==> src/hdl/acl_pkg.sv <==
// shared constants, types and codes for the adc calibration table builder
// no dependencies; used by acl_interp and adc_calibration_lut_builder
`default_nettype none

package acl_pkg;

	// table geometry
	localparam int NUM_CODES        = 257;
	localparam int SAMPLES_PER_CODE = 16;
	localparam int SAMPLE_BITS      = 12;

	// field and storage widths
	localparam int ADDR_W  = $clog2(NUM_CODES);
	localparam int COL_W   = $clog2(SAMPLES_PER_CODE);
	localparam int SUM_W   = 16;
	localparam int ENTRY_W = 13;
	localparam int CODE_W  = 9;
	localparam int PASS_W  = 4;
	localparam int VALUE_W = 20;
	localparam int FRAC_W  = 8;

	// full-scale code, saturated sum and forced output
	localparam logic [SAMPLE_BITS-1:0] FULL_CODE  = {SAMPLE_BITS{1'b1}};
	localparam logic [SUM_W-1:0]       FULL_SUM   = SUM_W'(SAMPLES_PER_CODE * ((1 << SAMPLE_BITS) - 1));
	localparam logic [VALUE_W-1:0]     FULL_VALUE = VALUE_W'(((1 << SAMPLE_BITS) - 1) << FRAC_W);
	localparam logic [ADDR_W-1:0]      LAST_ANCHOR = ADDR_W'(NUM_CODES - 1);

	// command carried on tuser
	typedef enum logic [0:0] {
		CMD_ACCUM = 1'b0,
		CMD_READ  = 1'b1
	} cmd_t;

	// interpolation result
	typedef struct packed {
		logic [VALUE_W-1:0] value;
		logic               full_scale;
	} interp_out_t;

endpackage

`default_nettype wire

==> src/hdl/acl_interp.sv <==
// interpolation between two anchor sums with full-scale and end handling
// depends on acl_pkg
`default_nettype none

module acl_interp (
	input  wire logic [acl_pkg::SUM_W-1:0]  sum_a,
	input  wire logic [acl_pkg::SUM_W-1:0]  sum_b,
	input  wire logic [acl_pkg::COL_W-1:0]  col,
	input  wire logic                       last_anchor,
	input  wire logic                       in_range,
	output      acl_pkg::interp_out_t       result
);

	localparam int NUM_W = acl_pkg::SUM_W + acl_pkg::COL_W + 1;

	logic [acl_pkg::SUM_W-1:0] next_sum;
	logic [acl_pkg::COL_W:0]   weight_a;
	logic [NUM_W-1:0]          num;

	// weights: the sum of two averages times 16 columns already equals q12.8 at 16 samples
	// column 0 and the last anchor never look at the next anchor's sum
	always_comb begin
		next_sum = (last_anchor || col == '0) ? sum_a : sum_b;
		weight_a = (acl_pkg::COL_W+1)'(acl_pkg::SAMPLES_PER_CODE) - {1'b0, col};
		num      = NUM_W'(sum_a) * NUM_W'(weight_a) + NUM_W'(next_sum) * NUM_W'(col);
	end

	// select between out of range, forced full scale and interpolated value
	always_comb begin
		if (!in_range) begin
			result.value      = '0;
			result.full_scale = 1'b0;
		end else if (col != '0 && sum_a == acl_pkg::FULL_SUM) begin
			result.value      = acl_pkg::FULL_VALUE;
			result.full_scale = 1'b1;
		end else begin
			result.value      = num[acl_pkg::VALUE_W-1:0];
			result.full_scale = 1'b0;
		end
	end

endmodule

`default_nettype wire

==> config.mk <==
export PLATFORM = sky130hd
export DESIGN_NAME = acl_interp
export DESIGN_NICKNAME = d
export VERILOG_FILES = /design/src/hdl/acl_pkg.sv /design/src/hdl/acl_interp.sv
export SDC_FILE = /design/constraint.sdc
export NUM_CORES = 1
export LEC_CHECK = 0
export ABC_AREA = 0
export BUFFER_PORTS_ARGS = -buffer_cell sky130_fd_sc_hd__buf_2
export CAP_MARGIN = 20
export CORE_UTILIZATION = 65
export DETAILED_ROUTE_END_ITERATION = 7
export GPL_TIMING_DRIVEN = 1
export PLACE_DENSITY = 0.89
export SLEW_MARGIN = 20
export SYNTH_ARGS = -nofsm -noshare
export SYNTH_HDL_FRONTEND = slang
export SYNTH_SLANG_ARGS = --single-unit
export TNS_END_PERCENT = 50
==> constraint.sdc <==
create_clock -name vclk -period 13.1
set_input_delay 0 -clock vclk [all_inputs]
set_output_delay 0 -clock vclk [all_outputs]
set_load 0.005 [all_outputs]
=== Yosys cells after proc, flatten, opt, wreduce, memory -nomap -nowiden ===
Index checks and enable logic that the tools add are counted.

* Reductions and logical operators: 4
* Muxes and demuxes: 3
* Multipliers: 2
* Add/sub/neg operators: 2
* Bitwise logic cells: 0
* Magnitude comparators: 0
* Divide/modulo/power cells: 0
* Shift-type cells: 0
* Eq/ne operators: 1

{| class="wikitable"
|+ Operators with widths
! cell !! number
|-
| 2-to-1 mux 21 bit || 2
|-
| adder 20 bit || 1
|-
| multiplier 16 x 4 -> 20 bit || 1
|-
| multiplier 16 x 5 -> 20 bit || 1
|-
| equality test 16 bit, second input constant || 1
|-
| 2-to-1 mux 16 bit || 1
|-
| subtractor 5 x 4 -> 5 bit, first input constant || 1
|-
| logical NOT 4 bit || 1
|-
| nonzero test 4 bit || 1
|-
| logical AND 1 bit || 1
|-
| logical OR 1 bit || 1
|}

* ROM bits: 0
* Output and inout bits: 21
* Bits in writable memories: 0
* Memories: 0
* Bits of input ports: 38
* Bits in registers: 0
* Latch bits: 0
* Word-level logic and storage cells: 12

=== Longest topological paths before layout ===
Gate-level depths: netlist of run 1.

* Depth in word-level cells: 7
* Depth in mapped cells: 26
* Gate-level depth less buffers: 21

=== Worst setup path after synthesis of run 1 ===
Ideal clock, no wire load.

* Path type: input port to output port
* From: in col[0] (netlist bit)
* To: out result[20] (netlist bit)
* Stages: 23
* Path buffers: 4
* Data arrival time: 6.033 ns
* Required time: 13.100 ns
* Path slack: 7.067 ns
* Cell sequence: clkbuf_1 > clkinv_1 > clkbuf_1 > ha_1 > nor3b_1 > clkbuf_1 > nor2_1 > buf_4 > mux2i_1 > nor2_1 > fa_1 > fa_1 > fa_1 > inv_1 > fa_1 > inv_1 > ha_1 > nand2_1 > o31a_1 > a211o_1 > a221o_1 > and4_1 > o31a_1

{| class="wikitable"
|+ RTL lines
! item !! line !! RTL
|-
| start, declared || acl_interp.sv:8 || <nowiki>input wire logic [acl_pkg::COL_W-1:0] col,</nowiki>
|-
| end, declared || acl_interp.sv:11 || <nowiki>output acl_pkg::interp_out_t result</nowiki>
|}

==> results.cfg, run 1 <==
[pwr]
seqPwrFrac = 0
clkPwrFrac = 0
vdd_drop_max_mv = 0.2282
p_sw_frac = 0.5638
power.density_nw_per_um2 = 206.2
combPwrFrac = 1.000
power_leakage_nw = 2.790
totalPowerFinal_mw = 1.082
p_int_uw = 472.1
p_switching_uw = 610.2

[place]
dp_hpwl_um = 9563
placed_cells = 723
io_buffers = 59
placed_area_um2 = 5249
gp_congestion = 0.9450

[drt]
ant_nets = 0
drt_iter0_markers = 258
vias = 4097
route.detailed.drc = 0
routedWlPerCell_um = 15.60
wl_um = 11280
firstDrtPassIters = 5
via_per_inst = 5.667

[finish]
stdcell_count = 723
antenna_cells = 0
nFlopsAndLatches = 0
clkbuf_count = 0
multi_input_area_um2 = 4364
seq_area_um2 = 0
fillers = 551
drive_gt1_frac = 0.1138
nNetsFinal = 802
design_area_um2 = 5249
syn_to_final_growth_pct = 7.536

[timing]
setup-violations-final = 0
slew_headroom = 0.2717
worstMarginPinSlew_ns = 1.091
hold_ws_ns = 0.4286
hold_violations = 0
rsz0062_at_grt = false
max_freq_mhz = 146.0
period_minus_slack_ns = 6.848
fin_setup_tns_ns = 0
post-route-period-util = 0.5227
drv_slew = 0

[setup_path]
crit_path_start_kind = primary input
cp_max_fo = 18
worstPathArrival_ns = 6.85
crit_type = primary input to output port
cp-end-kind = output port
worstPathRequired_ns = 13.10

[yosys]
syn_area_um2 = 4881
yosys-top-cells-area = fa_1, inv_1, ha_1
ys_warn_count = 0
syn-num-nets = 759
synth_top_cell_area_share = 0.4266
seq_area_frac_synth = 0
syn_inst = 583
yosys.area.top_type = fa_1
yosysUniqueCellTypes = 41
avgSynthCellArea_um2 = 8.372

[clocking]
cts.repair.resized = 0
cts_setup_buffers = 0
holdBufCountCts = 0

[floorplanning]
rows = 31
die_x_um = 88.66
start_util = 0.6729
die-area_um2 = 7860
ios = 59
die_h_um = 88.66
core_um2 = 7253

[min_path]
hold_end = result[13]
min_path_type = primary input to output port
min_delay_path_depth = 3
min_from = in_range

[run_status]
status = complete, no violations

[global_route]
grt_max_degree = 20
overflow = 0
grt_pass1_vias = 4348
grt_pass1_wl_um = 19860
antenna_found_initial = 0
globalRouteTotalUtil = 0.3305

[run]
max-cap-violations = 0
[cells in the mapped netlist (all sizes together), types with 5 or more instances]
cell and count:
nand2 58, xnor2 9, xor2 9, o21ai 6, fa 104, nand4 5
o21a 5, nor2b 30, mux2i 30, nor2 48, a21boi 6, and2 40
a21oi 17, ha 34, clkbuf 17, inv 119
[placed cells by master, fill, tap and decap left out, types with 4 or more instances in the layout]
cell      count
a21boi_0      6
a21oi_1      17
and2_1       40
and3_1        4
buf_2        59
fa_1        104
ha_1         34
inv_1       119
mux2i_1      30
nand2_1      58
nand4_1       5
nor2_1       47
nor2b_1      30
nor3_1        4
o21a_1        5
o21ai_0       5
xnor2_1       8
xor2_1        9
[through the flow]
step	util	worst slack (ns)
6_report	0.7237	6.252
5_1_grt	0.7237	5.898
3_5_place_dp	0.7237	6.319
4_1_cts	0.7237	6.300
2_1_floorplan	-	7.067
3_3_place_gp	0.7226	6.553
[metal layers]
metal | wire, µm | global-route usage
met5 | 0 | 0
met4 | 480 | 0.1305
met3 | 507 | 0.01959
met2 | 5781 | 0.5930
met1 | 4510 | 0.4195
[final cells by class]
class | count | area share
well taps | 99 | 0.02360
multi-input cells | 443 | 0.8315
inverters | 120 | 0.08582
repair buffers | 61 | 0.05912
[power by group through the flow]
stage	clock network, mW	registers [mW]	logic, mW
3_5_place_dp	0	0	1.08
5_1_grt	0	0	1.24
3_3_place_gp	0	0	1.04
4_1_cts	0	0	1.08
6_report	0	0	1.08
2_1_floorplan	0	0	0.795
[cells by family after synthesis]
kind of cell | Yosys count | synth area share
buffers and inverters | 140 | 0.1089
AOI/OAI and AO/OA | 53 | 0.07178
xor gates and xnor gates | 18 | 0.03230
adders and majority gates | 138 | 0.5137
and+or+nand+nor | 202 | 0.2071
muxes | 32 | 0.06614
[worst max-delay path, stage by stage]
cell and delay, ns:
buf_2 0.29, clkinv_1 0.53, ha_1 0.44, nor3b_2 0.18, nor2_2 0.83, mux2i_1 0.35, nor2_1 0.09, fa_1 0.57
fa_1 0.43, fa_1 0.52, inv_1 0.06, fa_1 0.48, inv_1 0.04, ha_1 0.32, nand2_1 0.10, o31a_1 0.35
a211o_1 0.36, a221o_1 0.32, and4_1 0.20, o31a_1 0.23, buf_2 0.13
[how the worst max path moves through the flow]
stage	from	end	slack [ns]	depth (start not counted)
global placement	col[0]	result[20]	6.55	21
finish	col[0]	result[20]	6.25	21
detailed placement	col[0]	result[20]	6.32	21
global route	col[0]	result[20]	5.90	20
floorplan	col[0]	result[20]	7.07	23
CTS	col[0]	result[20]	6.30	21
(Power assumes the default switching activity.)
==> run 2: changes to the inputs <==
--- a/config.mk
+++ b/config.mk
@@ -8,10 +8,10 @@
 export ABC_AREA = 0
 export BUFFER_PORTS_ARGS = -buffer_cell sky130_fd_sc_hd__buf_2
 export CAP_MARGIN = 20
-export CORE_UTILIZATION = 65
+export CORE_UTILIZATION = 63
 export DETAILED_ROUTE_END_ITERATION = 7
 export GPL_TIMING_DRIVEN = 1
-export PLACE_DENSITY = 0.89
+export PLACE_DENSITY = 0.86
 export SLEW_MARGIN = 20
 export SYNTH_ARGS = -nofsm -noshare
 export SYNTH_HDL_FRONTEND = slang
==> constraint.sdc (replaced) <==
create_clock -name vclk -period 7.2
set_input_delay 0 -clock vclk [all_inputs]
set_output_delay 0 -clock vclk [all_outputs]
set_load 0.005 [all_outputs]
==> results.cfg, run 2 (synthesized netlist as in run 1, its figures left out) <==
[run_status]
status = complete, no violations

[global_route]
grt_pass1_wl_um = 21150
overflow = 0
grt_max_degree = 21
globalRouteTotalUtil = 0.3230
grt_pass1_vias = 4595
antenna_found_initial = 0

[pwr]
totalPowerFinal_mw = 2.011
power.density_nw_per_um2 = 382.6
vdd_drop_max_mv = 0.4205
power_leakage_nw = 2.794

[finish]
finalCoreUtilization = 0.7132
design_area_um2 = 5256
nNetsFinal = 804
layout_common_cells = inv_1, fa_1, buf_2
drive_gt1_frac = 0.1150
syn_to_final_growth_pct = 7.690
layout_commonest_cell = inv_1
antenna_cells = 0
nFlopsAndLatches = 0
clkbuf_count = 0
seq_area_um2 = 0

[setup_path]
crit_type = primary input to output port
crit_path_start = col[0]
cp-end-kind = output port
crit_path_start_kind = primary input
worstPathArrival_ns = 6.57
cp_max_fo = 20
worstPathRequired_ns = 7.20

[drt]
routedWlPerCell_um = 16.70
firstDrtPassIters = 4
drt_iter0_markers = 220
vias = 4128
route.detailed.drc = 0
ant_nets = 0
wl_um = 12110
via_per_inst = 5.694

[place]
io_buffers = 59
placed_area_um2 = 5256
gp_congestion = 0.9500
dp_hpwl_um = 10100

[floorplanning]
die-area_um2 = 8104
core_um2 = 7370
start_util = 0.6623
ios = 59
die_h_um = 90.02
die_x_um = 90.02
rows = 31

[timing]
slew_headroom = 0.2769
post-route-period-util = 0.9123
period_minus_slack_ns = 6.568
drv_slew = 0
hold_ws_ns = 0.4241
max_freq_mhz = 152.2
hold_violations = 0
rsz0062_at_grt = false
fin_setup_tns_ns = 0
setup-violations-final = 0
worstMarginPinSlew_ns = 1.084

[min_path]
hold_end = result[18]
min_delay_path_depth = 3
min_path_type = primary input to output port
min_from = in_range

[clocking]
cts_setup_buffers = 0
holdBufCountCts = 0
cts.repair.resized = 0

[run]
max-cap-violations = 0
## run 2: changes by cell type in the layout (fill, tap and decap cells not counted)
cell | previous run | this run
buf_4 | 2 | 4
xnor2_1 | 8 | 9
xnor2_2 | 1 | 0
## run 2: cell type report
cell class                      count  area, µm²
Fill cell                         590       2113
Timing Repair Buffer               63      325.3
Tap cell                           99      123.9
Multi-Input combinational cell    443       4357
Inverter                          120      450.4
## run 2: layer usage
metal  vias to the layer above  share of wire  wire (µm)  GRT usage
met5                         -              0          0          0
met4                         0          0.060        726     0.1720
met3                        52          0.050        605    0.02200
met2                       161           0.51       6198     0.5973
met1                      2038           0.38       4577     0.3719
li1                       1877              -          -          -
## run 2: per-stage QoR
stage	cells	setup WS (ns)
finish	725	0.6317
global route	725	0.3708
CTS	725	0.7111
detailed placement	725	0.7473
global placement	725	1.023
floorplan	583	1.167
## run 2: worst max-delay path, cell delays in order
cell and delay [ns]:
buf_2 0.37, clkinv_1 0.21, ha_1 0.27, nor3b_2 0.27, nor2_2 0.86, mux2i_1 0.35, nor2_1 0.11, fa_1 0.58
fa_1 0.44, fa_1 0.52, inv_1 0.05, fa_1 0.47, inv_1 0.04, ha_1 0.32, nand2_1 0.10, o31a_1 0.34
a211o_1 0.35, a221o_1 0.32, and4_1 0.21, o31a_1 0.22, buf_2 0.12
## run 2: how the worst max path moves through the flow
stage | to | cells past startpoint
after floorplan | result[20] | 23
after global routing | result[20] | 21
after CTS | result[20] | 21
final | result[20] | 21
after global placement | result[20] | 21
after detailed placement | result[20] | 21
## run 2: power breakdown
part           leakage [nW]  total, mW  switching, mW  internal, mW
clock network             0          0              0             0
registers                 0          0              0             0
logic                  2.79       2.01           1.15         0.865
==> run 3: changes to the inputs <==
--- a/config.mk
+++ b/config.mk
@@ -5,7 +5,7 @@
 export SDC_FILE = /design/constraint.sdc
 export NUM_CORES = 1
 export LEC_CHECK = 0
-export ABC_AREA = 0
+export ABC_AREA = 1
 export BUFFER_PORTS_ARGS = -buffer_cell sky130_fd_sc_hd__buf_2
 export CAP_MARGIN = 20
 export CORE_UTILIZATION = 63
==> results.cfg, run 3 <==
[yosys]
syn-num-nets = 893
synth_top_cell_area_share = 0.4147
yosys.area.top_type = fa_1
yosysUniqueCellTypes = 34
yosys-top-cells-area = fa_1, inv_1, nand2_1
synth.most_common_cell = inv_1
syn_area_um2 = 5021
synthTopCellsByCount = inv_1, nand2_1, nor2_1
avgSynthCellArea_um2 = 7.003
syn_inst = 717
seq_area_frac_synth = 0
ys_warn_count = 0

[timing]
max_freq_mhz = 179.9
drv_slew = 0
slew_headroom = 0.4295
worstMarginPinSlew_ns = 0.8551
setup-violations-final = 0
hold_ws_ns = 0.3914
post-route-period-util = 0.7722
rsz0062_at_grt = false
fin_setup_tns_ns = 0
hold_violations = 0
setup_slack_ns = 1.640
period_minus_slack_ns = 5.560

[place]
gp_congestion = 1.007
pre_cts_ws_ns = 1.703
io_buffers = 59
placed_cells = 864
dp_hpwl_um = 10630

[finish]
antenna_cells = 0
syn_to_final_growth_pct = 6.554
stdcell_count = 864
nFlopsAndLatches = 0
layout_commonest_cell = inv_1
drive_gt1_frac = 0.1234
seq_area_um2 = 0
nNetsFinal = 940
clkbuf_count = 0
layout_common_cells = inv_1, nand2_1, nor2_1

[pwr]
power_leakage_nw = 3.216
p_sw_frac = 0.6204
p_switching_mw = 1.428
seqPwrFrac = 0
p_int_uw = 873.8
vdd_drop_max_mv = 0.4274
power.density_nw_per_um2 = 430.3
totalPowerFinal_mw = 2.302
clkPwrFrac = 0
combPwrFrac = 1.000

[global_route]
antenna_found_initial = 0
grt_pass1_wl_um = 22280
overflow = 0
grt_pass1_vias = 5065
grt_max_degree = 33
globalRouteTotalUtil = 0.3353

[drt]
vias = 4650
ant_nets = 0
drt_iter0_markers = 268
firstDrtPassIters = 5
wl_um = 12320
via_per_inst = 5.382
route.detailed.drc = 0
routedWlPerCell_um = 14.26

[setup_path]
crit_path_start_kind = primary input
cp-end-kind = output port
worstPathArrival_ns = 5.56
cp_max_fo = 32
worstPathRequired_ns = 7.20
crit_type = primary input to output port

[floorplanning]
core_um2 = 7727
start_util = 0.6498
die_h_um = 91.28
die_x_um = 91.28
rows = 32
die-area_um2 = 8331
ios = 59

[clocking]
cts_setup_buffers = 0
cts.repair.resized = 0
holdBufCountCts = 0

[min_path]
min_path_type = primary input to output port

[run]
max-cap-violations = 0

[run_status]
status = complete, no violations
run 3: logic make-up (layout without fill, tap and decap cells):
group | after synthesis | count (layout) | synth area share
simple gates | 319 | 319 | 0.2604
buf+inv | 207 | 252 | 0.1637
fa+ha+maj | 138 | 138 | 0.4994
compound gates | 49 | 49 | 0.06803
xor+xnor | 4 | 4 | 0.008474
run 3: layout make-up:
class | count | area [µm²]
tap | 102 | 127.6
timing repair buffer | 60 | 302.8
inverter | 192 | 720.7
fill | 667 | 2377
multi-input combinational | 510 | 4199
run 3: worst paths after layout:
| path | from | endpoint | slack [ns] | depth (start not counted) |
|---|---|---|---|---|
| setup / recovery | col[1] | result[13] | 1.64 | 24 |
| hold / removal | in_range | result[15] | 0.39 | 4 |
run 3: critical path, cell delays in order:
cell and delay, ns:
buf_2 0.09, clkinv_1 0.45, ha_1 0.49, nand2_4 0.25
nand2_4 0.30, nand2_1 0.17, o21a_4 0.14, nand2_1 0.07
fa_1 0.61, fa_1 0.46, fa_1 0.50, inv_1 0.05
fa_1 0.49, fa_1 0.41, nand2_1 0.09, nand3_1 0.10
nand3_1 0.08, nand2_1 0.14, a21oi_1 0.23, nand2b_1 0.13
nand3_1 0.06, nand2_1 0.07, inv_1 0.04, buf_2 0.11
run 3: layer usage:
layer	share of wire	track usage	up-vias
met2	0.49	0.5947	210
li1	-	-	2171
met1	0.39	0.4081	2225
met3	0.081	0.05193	44
met5	0	0	-
met4	0.039	0.1336	0
run 3: power groups by stage:
| stage | Sequential (mW) | Combinational [mW] | Clock, mW |
|---|---|---|---|
| floorplan | 0 | 1.69 | 0 |
| global placement | 0 | 2.22 | 0 |
| detailed placement | 0 | 2.27 | 0 |
| CTS | 0 | 2.29 | 0 |
| global route | 0 | 2.68 | 0 |
| finish | 0 | 2.30 | 0 |
run 3: metrics by stage:
stage | instance area [µm²] | utilization
final | 5350 | 0.6924
after global routing | 5350 | 0.6924
after CTS | 5350 | 0.6924
after detailed placement | 5350 | 0.6924
after global placement | 5350 | 0.6924
after floorplan | 5021 | -
